===== src/hdl/mst_ram.sv =====
module mst_ram #(
   parameter int WIDTH = 8,
   parameter int DEPTH = 64
) (
   input  logic                     clock,
   input  logic                     wr_en,
   input  logic [$clog2(DEPTH)-1:0] wr_addr,
   input  logic [WIDTH-1:0]         wr_data,
   input  logic [$clog2(DEPTH)-1:0] rd_addr,
   output logic [WIDTH-1:0]         rd_data
);
   logic [WIDTH-1:0] mem [DEPTH];

   always_ff @(posedge clock) begin
      if (wr_en) mem[wr_addr] <= wr_data;
      rd_data <= mem[rd_addr];
   end
endmodule


===== config.mk =====
export PLATFORM = sky130hd
export DESIGN_NAME = mst_ram
export DESIGN_NICKNAME = d
export VERILOG_FILES = /design/src/hdl/mst_ram.sv
export SDC_FILE = /design/constraint.sdc
export NUM_CORES = 1
export LEC_CHECK = 0
export ABC_AREA = 1
export BUFFER_PORTS_ARGS = -buffer_cell sky130_fd_sc_hd__buf_2
export CORE_MARGIN = 5
export CORE_UTILIZATION = 55
export CTS_CLUSTER_DIAMETER = 150
export CTS_CLUSTER_SIZE = 25
export DETAILED_ROUTE_END_ITERATION = 8
export PLACE_DENSITY_LB_ADDON = 0.12
export SLEW_MARGIN = 20
export SYNTH_ARGS = -nofsm -noshare
export SYNTH_HDL_FRONTEND = slang
export SYNTH_SLANG_ARGS = --single-unit

===== constraint.sdc =====
create_clock -name clock -period 1.7 [get_ports clock]
set_input_delay 0.085 -clock clock [delete_from_list [all_inputs] [get_ports clock]]
set_output_delay 0.085 -clock clock [all_outputs]
set_load 0.05 [all_outputs]

==> metrics, run 1 <==
status complete, no violations; final antenna-violating net count 0; Setup crit start kind flip-flop; worst-case clock buffer depth 3; Slew @ Worst Pin about 0.53 ns; Layout Nets between 1.5k and 2k; first-pass GRT wire length about 78,000 um; synthesized flop and latch total 520; clock sink count 520; GR Util met3 under 10%; crit end category flip-flop; post-route insts no fill approximately 2.4k; Cell Rows 72; wire per inst about 21 um; achievable clock frequency 0.6969 GHz; number of DRC markers in iteration 0 1,369; CTS tree built; Peak VDD IR 0.8563 mV; Max Fanout on Critical Path 1; worst path required time between 2 and 2.5 ns; Slew HR approximately 64%; register area share after synthesis between 70 and 80%; post-CTS setup buffers 0; Total GRT Usage 24.25%; drt drc 0; Clock transition at path regs ~0.090 ns; Placement Cell Area ~23,000 sq um; leakage 8.549 nW; post-synthesis cell type count 16; leading cell types by count after synthesis nand2_1 (648), edfxtp_1 (512), nand3_1 (439), nor2_1 (56), buf_2 (37); root buf cell clkbuf_16; Sum Neg Setup Slack 0 ns; crit share post-route 84.41%; I/O Pins 30; setup violators final 0; pre-CTS setup slack -0.07605 ns; Ys Warns 0; DP HPWL ~32,000 um; DP Cell Count 2,379; final WL about 52,000 um; grt ovf 0; final hold violations 0; # port buffers 29; global routing usage on met2 roughly two fifths; total power per unit cell area around 960 nW/um^2; Die Span Y a little over 200 um; initial antenna violation count 1; Post-synth top flop edfxtp_1; FFs w/ async S/R, synth 0%; Final Max Tran Viols 0; GP Congestion roughly 0.83; share of layout cells above drive strength 1 10.43%; # fillers 3,122; grt peak-use layer met2; final worst slack roughly 0.27 ns; Die ar. ~43,000 sq um; post-synth net total roughly 1.8k; post_cts resized 0; syn_area_per_cell around 12 sq um; pin count of the biggest net entering global routing 65; count leader, synth nand2_1; initial core utilization a little under three fifths; Mapped Cells roughly 1.8k; final instance area between 20,000 and 25,000 sq um; Core ar. ~39,000 sq um; Die Wd slightly above 200 um; RSZ-0062 raised after global routing no; area share of the largest cell type after synthesis approximately 70%; Area contributors post-synth edfxtp_1 (72%), nand2_1 (11%), nand3_1 (10%); cell area after synthesis approximately 21,000 sq um; cts bufs inserted 24; HP Class in -> reg; Crit Path Class reg -> reg; vias in the first global route about 13k; WP data arrival ~1.9 ns; min cycle time layout 1.435 ns; H-Tree Depth 1; Via Count between 10k and 15k; number of synthesized flops with an enable pin 512; met1 Use GR roughly 36%; Area Overhead vs Synth 9.968%; final setup skew 0.01248 ns; Max Cap Violations 0; total power about 0.022 W; clk_lat worst skew approximately 0.57 ns; Synth area leader edfxtp_1; Vias/cell approximately 5.7; DRT Pass-1 Iters 5
## final timing paths
path / startpoint / to / slack, ns / cells after the start
setup / recovery: mem[57][7] / rd_data[7] / 0.27 / 8
hold reg to reg: mem[30][7] / rd_data[7] / 0.82 / 8
setup reg to reg: mem[57][7] / rd_data[7] / 0.27 / 8
hold / removal: wr_data[5] / mem[57][5] / 0.005 / 2
## metrics by stage
step	hold WS [ns]	util (%)
6_report	0.005062	60.86
3_3_place_gp	0.4763	59.04
4_1_cts	0.02117	60.85
3_5_place_dp	0.4751	59.04
5_1_grt	0.01809	60.85
2_1_floorplan	0.1839	-
## routing by layer
metal  up-vias  wire length [um]
met5         -                 0
met4         0               908
met3        57              3676
met2       483             24380
met1      6746             22630
li1       6482                 -
## critical path, cell delays in order, from the launching register on
cell,delay (ns)
edfxtp_1,0.37
nand2_1,0.07
nand3_1,0.09
nand3_1,0.10
nand2_1,0.11
nand2_1,0.08
nand3_1,0.17
nand3_1,0.25
nand2_1,0.08
## logic make-up (layout without fill, tap and decap cells)
family	count (synthesis)	after routing	synth area share, %
buf+inv	125	219	4.022
simple gates	1160	1160	23.18
flops	520	520	72.80
other cells	0	2	0
## placed cells by master (no fill, tap or decap)
master | netlist | final
nand2_1 | 648 | 648
edfxtp_1 | 512 | 512
nand3_1 | 439 | 439
buf_4 | 14 | 111
nor2_1 | 56 | 56
buf_12 | 0 | 30
buf_2 | 37 | 27
clkbuf_16 | 0 | 25
inv_1 | 10 | 9
nand4_1 | 9 | 9
clkbuf_1 | 15 | 9
nor4_1 | 8 | 8
dfxtp_1 | 8 | 8
dlygate4sd3_1 | 0 | 3
diode_2 | 0 | 2
inv_6 | 1 | 1
inv_4 | 0 | 1
inv_2 | 1 | 1
clkinvlp_4 | 0 | 1
clkbuf_8 | 0 | 1
## state kept, by name, summed over array words and instances (netlist names)
register / cells
mem: 512
rd_data: 8
## power by group
group	internal, W	switching (W)
clock	0.00272	0.00369
sequential	0.0142	0.0000371
combinational	0.000546	0.00134
## what timing repair did
| item | CTS | global route |
|---|---|---|
| hold buffers | 3 | 0 |
| endpoints found under the hold margin | 38 | 0 |
| setup endpoints to repair | 0 | 0 |
## final cells by class
| cell class | count | area (sq um) | area share, % |
|---|---|---|---|
| Sequential cell | 520 | 15530 | 66.20 |
| Multi-Input combinational cell | 1160 | 4946 | 21.08 |
| Timing Repair Buffer | 172 | 1613 | 6.873 |
| Clock buffer | 34 | 659.4 | 2.810 |
| Tap cell | 518 | 648.1 | 2.762 |
| Inverter | 12 | 52.55 | 0.2239 |
| Clock inverter | 1 | 7.507 | 0.03199 |
| Antenna cell | 2 | 5.005 | 0.02133 |
(Power assumes the default switching activity.)
==> run 2: changes to the inputs <==
==> constraint.sdc (replaced) <==
create_clock -name clock -period 1.2 [get_ports clock]
set_input_delay 0.06 -clock clock [delete_from_list [all_inputs] [get_ports clock]]
set_output_delay 0.06 -clock clock [all_outputs]
set_load 0.05 [all_outputs]
==> metrics, run 2 (synthesis results as in run 1) <==
failing checks negative hold slack; grt ovf 0; worst-case clock buffer depth 3; DP Cell Count 2,402; pre-CTS setup slack -0.4674 ns; crit share post-route between 90% and 100%; Die ar. about 43,000 sq um; Setup crit start kind flip-flop; CTS tree built; achievable clock frequency about 0.85 GHz; Die Span Y approximately 210 um; total power 0.03266 W; initial core utilization a little under three fifths; Worst Path Buf+Inv 0; pin count of the biggest net entering global routing 65; Most flops, register mem; worst path required time around 1.7 ns; drt drc 0; Worst path top cell family by delay simple AND/OR/NAND/NOR gates; Internal around 0.025 W; leakage 9.045 nW; total power per unit cell area 1301 nW/um^2; # port buffers 29; Hold Startpoint wr_data[2]; clock sink count 520; Core ar. 38,560 sq um; I/O Pins 30; initial antenna violation count 0; worst path cell trace nand2_1 > nand3_1 > nand3_1 > nand2_1 > nand2_1 > nand3_2 > nand3_2 > nand2_1; Gate power share ~9.9%; sequential share of power about three fifths; final core occ between 60 and 70%; Slew HR roughly half; Max Fanout on Critical Path 1; final WL between 50,000 and 60,000 um; Die Wd 207.0 um; Cell Rows 72; Total GRT Usage between 20% and 30%; status finished, violations left; NetSw around 0.0075 W; final antenna-violating net count 0; setup violators final 0; Layout Nets around 1.9k; FF-to-FF setup slack 0.02 ns; final instance area between 20,000 and 30,000 sq um; wire per inst between 20 and 25 um; Slew @ Worst Pin between 0.7 and 0.8 ns; commonest non-fill, non-tap cell in the layout nand2_1; Final Max Tran Viols 0; n_diodes 0; min cycle time layout between 1 and 1.5 ns; sw frac 23.09%; share of layout cells above drive strength 1 22.06%; Vias/cell approximately 5.7; final setup skew 0.01027 ns; H-Tree Depth 1; Clock transition at path regs ~0.1 ns; commonest non-fill, non-tap cells in the layout nand2_1 (603), edfxtp_1 (512), nand3_1 (329); Top cell by count, worst path nand2_1; Reg2Reg Launch Point mem[34][0]; Area Overhead vs Synth 17.67%; clk_lat worst skew 0.56 ns; HP Class in -> reg; Hold Slack -0.04537 ns; Slowest-stage cell, CP edfxtp_1; Crit Path Class reg -> reg; cts bufs inserted 24; Via Count 13.92k; vias in the first global route between 10k and 15k; first-pass GRT wire length 79,070 um; CP Launch Point mem[34][0]; post-CTS setup buffers 0; crit end category flip-flop; max reg flops 512; Peak VDD IR between 1 and 1.5 mV; DP HPWL between 30,000 and 40,000 um; GP Congestion ~0.87; DRT Pass-1 Iters 5; post-route insts no fill approximately 2.4k; Placement Cell Area between 20,000 and 25,000 sq um; final hold violations 9; Max stage delay on crit path just under 0.4 ns; number of DRC markers in iteration 0 1,172; root buf cell clkbuf_16; RSZ-0062 raised after global routing yes; final worst slack between 0.02 and 0.025 ns; largest registers mem x512, rd_data x8; clock share of power around 28%; Max Cap Violations 0; WP data arrival roughly 1.6 ns
## run 2: cell types whose count changed in the layout (fill, tap and decap cells not counted), sizes merged
| cell | previous run | this run |
|---|---|---|
| dlygate4sd3 | 3 | 4 |
| clkbuf | 35 | 43 |
| diode | 2 | 0 |
| clkinvlp | 1 | 2 |
| buf | 168 | 191 |
| inv | 12 | 11 |
## run 2: timing repair
action                                  CTS  global route
endpoints found under the setup margin   15            11
gates resized for setup                  44           149
hold endpoints to repair                 52             8
hold buffers                              3             1
pin swaps                                 0            83
## run 2: power groups by stage
stage                     clock [W]  sequential (W)  combinational [W]
final                       0.00928          0.0202            0.00322
after global routing         0.0101          0.0202            0.00347
after CTS                   0.00938          0.0202            0.00299
after detailed placement          0          0.0206            0.00290
after global placement            0          0.0206            0.00287
after floorplan                   0          0.0206            0.00150
## run 2: routing by layer
| metal | GRT usage (%) | vias up | part of all wire (%) | wire length, um |
|---|---|---|---|---|
| li1 | - | 6548 | - | - |
| met3 | 2.640 | 67 | 6.4 | 3321 |
| met5 | 0 | - | 0 | 0 |
| met1 | 35.05 | 6846 | 42 | 22080 |
| met2 | 40.73 | 455 | 49 | 25510 |
| met4 | 5.666 | 0 | 2.4 | 1260 |
## run 2: metrics by stage
stage               hold slack [ns]  setup TNS, ns
floorplan                    0.1589        -138.73
global placement             0.4081         -67.27
detailed placement           0.4091         -78.13
CTS                         -0.1820       -0.02965
global route                0.01127        -0.1381
finish                     -0.04537              0
## run 2: path summary, 6_finish.rpt
| check | endpoint | cells past startpoint |
|---|---|---|
| setup reg to reg | rd_data[0] | 8 |
| setup / recovery | rd_data[0] | 8 |
| hold / removal | mem[4][2] | 2 |
| hold reg to reg | rd_data[3] | 8 |
## run 2: cell type report
cell class              instances  area (sq um)
clock inverters                 1         7.507
well taps                     518         648.1
flip-flops and latches        520         15550
inverters                      12         71.32
fillers                      2949         13450
multi-input cells            1160          5959
repair buffers                196          2178
clock buffers                  42         689.4
==> run 3: changes to the inputs <==
--- a/config.mk
+++ b/config.mk
@@ -6,7 +6,7 @@
 export NUM_CORES = 1
 export LEC_CHECK = 0
 export ABC_AREA = 1
-export BUFFER_PORTS_ARGS = -buffer_cell sky130_fd_sc_hd__buf_2
+export BUFFER_PORTS_ARGS = -buffer_cell sky130_fd_sc_hd__buf_4
 export CORE_MARGIN = 5
 export CORE_UTILIZATION = 55
 export CTS_CLUSTER_DIAMETER = 150
==> constraint.sdc (replaced) <==
create_clock -name clock -period 1.2 [get_ports clock]
set_input_delay 0.06 -clock clock [delete_from_list [all_inputs] [get_ports clock]]
set_output_delay 0.06 -clock clock [all_outputs]
set_load 0.1 [all_outputs]
==> metrics, run 3 (synthesis results as in run 1) <==
status finished, violations left; failing checks negative setup slack; Hold Slack roughly 0.10 ns; grt ovf 0; FF-to-FF End rd_data[2]; setup violators final 5; root buf cell clkbuf_16; Peak VDD IR 1.476 mV; leakage 8.880 nW; Total GRT Usage roughly a quarter; final hold violations 0; largest registers mem x512, rd_data x8; worst path cell trace nand2_1 > nand3_1 > nand3_1 > nand2_2 > nand2_1 > nand3_2 > nand3_4 > nand2_1; Via Count 14.16k; final core occ approximately 64%; Die Wd 207.0 um; Clock transition at path regs approximately 0.11 ns; Cell Rows 72; crit end category flip-flop; achievable clock frequency about 0.8 GHz; commonest non-fill, non-tap cells in the layout nand2_1 (613), edfxtp_1 (512), nand3_1 (340); Area Overhead vs Synth 16.00%; pre-CTS setup slack -0.4532 ns; cts bufs inserted 24; wire per inst 22.20 um; pin count of the biggest net entering global routing 65; share of layout cells above drive strength 1 just over 20%; vias in the first global route between 10k and 15k; I/O Pins 30; worst reg2reg path depth 8; final worst slack -0.04409 ns; total power per unit cell area 1323 nW/um^2; total power 0.03276 W; HP Class in -> reg; FF-to-FF setup slack -0.04 ns; Die Span Y roughly 210 um; first-pass GRT wire length ~81,000 um; Slew @ Worst Pin slightly below 0.9 ns; CTS tree built; DP Cell Count 2,385; # fillers 2,959; Core ar. between 30,000 and 40,000 sq um; H-Tree Depth 1; Vias/cell 5.820; Final Max Tran Viols 0; Most flops, register mem; Max Cap Violations 0; CP Launch Point mem[10][2]; crit share post-route 103.7%; initial core utilization 55.34%; Crit Path Class reg -> reg; final WL between 50,000 and 60,000 um; final setup skew ~0.017 ns; Setup crit start kind flip-flop; Reg2Reg Launch Point mem[10][2]; DRT Pass-1 Iters 5; min cycle time layout approximately 1.2 ns; Die ar. 42,840 sq um; max reg flops 512; final antenna-violating net count 0; WP data arrival between 1.5 and 2 ns; Slowest-stage cell, CP edfxtp_1; DP HPWL ~33,000 um; Layout Nets roughly 1.9k; Top cell by count, worst path nand2_1; worst-case clock buffer depth 3; clock sink count 520; worst path required time 1.65 ns; initial antenna violation count 0; worst setup path end rd_data[2]; post-route insts no fill ~2.4k; RSZ-0062 raised after global routing yes; clk_lat worst skew approximately 0.57 ns; GP Congestion a little under 0.9; # port buffers 29; Slew HR about 42%; Max stage delay on crit path between 0.3 and 0.4 ns; number of DRC markers in iteration 0 between 1k and 1.5k; commonest non-fill, non-tap cell in the layout nand2_1; Max Fanout on Critical Path 1; drt drc 0; post-CTS setup buffers 0
run 3: cell count changes in the layout (fill, tap and decap cells not counted), moves of 5 or more:
| cell | delta |
|---|---|
| nand3_2 | -11 |
| nand2_2 | -8 |
| buf_4 | +21 |
| buf_6 | -5 |
| nand3_1 | +11 |
| buf_12 | -11 |
| buf_2 | -19 |
| nand2_1 | +10 |
run 3: worst min-delay path by stage:
stage	cells past startpoint	end	start
after floorplan	0	mem[0][0]	wr_data[0]
after global placement	3	rd_data[2]	rd_addr[5]
after detailed placement	3	rd_data[2]	rd_addr[5]
after CTS	6	rd_data[4]	rd_addr[4]
after global routing	6	rd_data[6]	rd_addr[4]
final	6	rd_data[6]	rd_addr[4]
run 3: layout make-up:
type,count,area [sq um],area share [%]
diodes,1,2.502,0.01011
clock buffers,43,693.2,2.800
multi-input cells,1160,5869,23.71
well taps,518,648.1,2.618
flip-flops and latches,520,15550,62.82
repair buffers,178,1911,7.718
clock inverters,1,7.507,0.03033
inverters,12,71.32,0.2881
run 3: layer usage:
metal  routed length, um  global-route usage (%)  vias to the layer above
met2               26390                   41.77                      577
met1               22070                   35.97                     6974
met4                1616                   6.681                        0
met3                3926                   2.937                       92
li1                    -                       -                     6516
met5                   0                       0                        -
run 3: repair_timing:
item	CTS	global route
pin swaps	11	56
setup endpoints to repair	16	12
gates resized for setup	73	101
hold buffers	3	0
hold endpoints to repair	59	0
gates cloned	0	0
run 3: power by group:
| part | internal (W) | leakage (nW) | total [W] | switching [W] |
|---|---|---|---|---|
| Clock | 0.00396 | 0.329 | 0.00927 | 0.00530 |
| Combinational | 0.00106 | 3.88 | 0.00333 | 0.00228 |
| Sequential | 0.0201 | 4.68 | 0.0202 | 0.0000760 |
| Total | 0.0251 | 8.88 | 0.0328 | 0.00766 |
run 3: critical path: cells and delay by family (launching register included):
family / cells / cell delay, ns
and+or+nand+nor: 8 / 0.73
DFF: 1 / 0.39
run 3: through the flow:
step / area, sq um / TNS (ns)
floorplan: 21730 / -138.73
global placement: 23270 / -19.88
detailed placement: 23270 / -25.84
CTS: 24300 / -0.09136
global route: 24750 / -0.5174
finish: 24750 / -0.1211
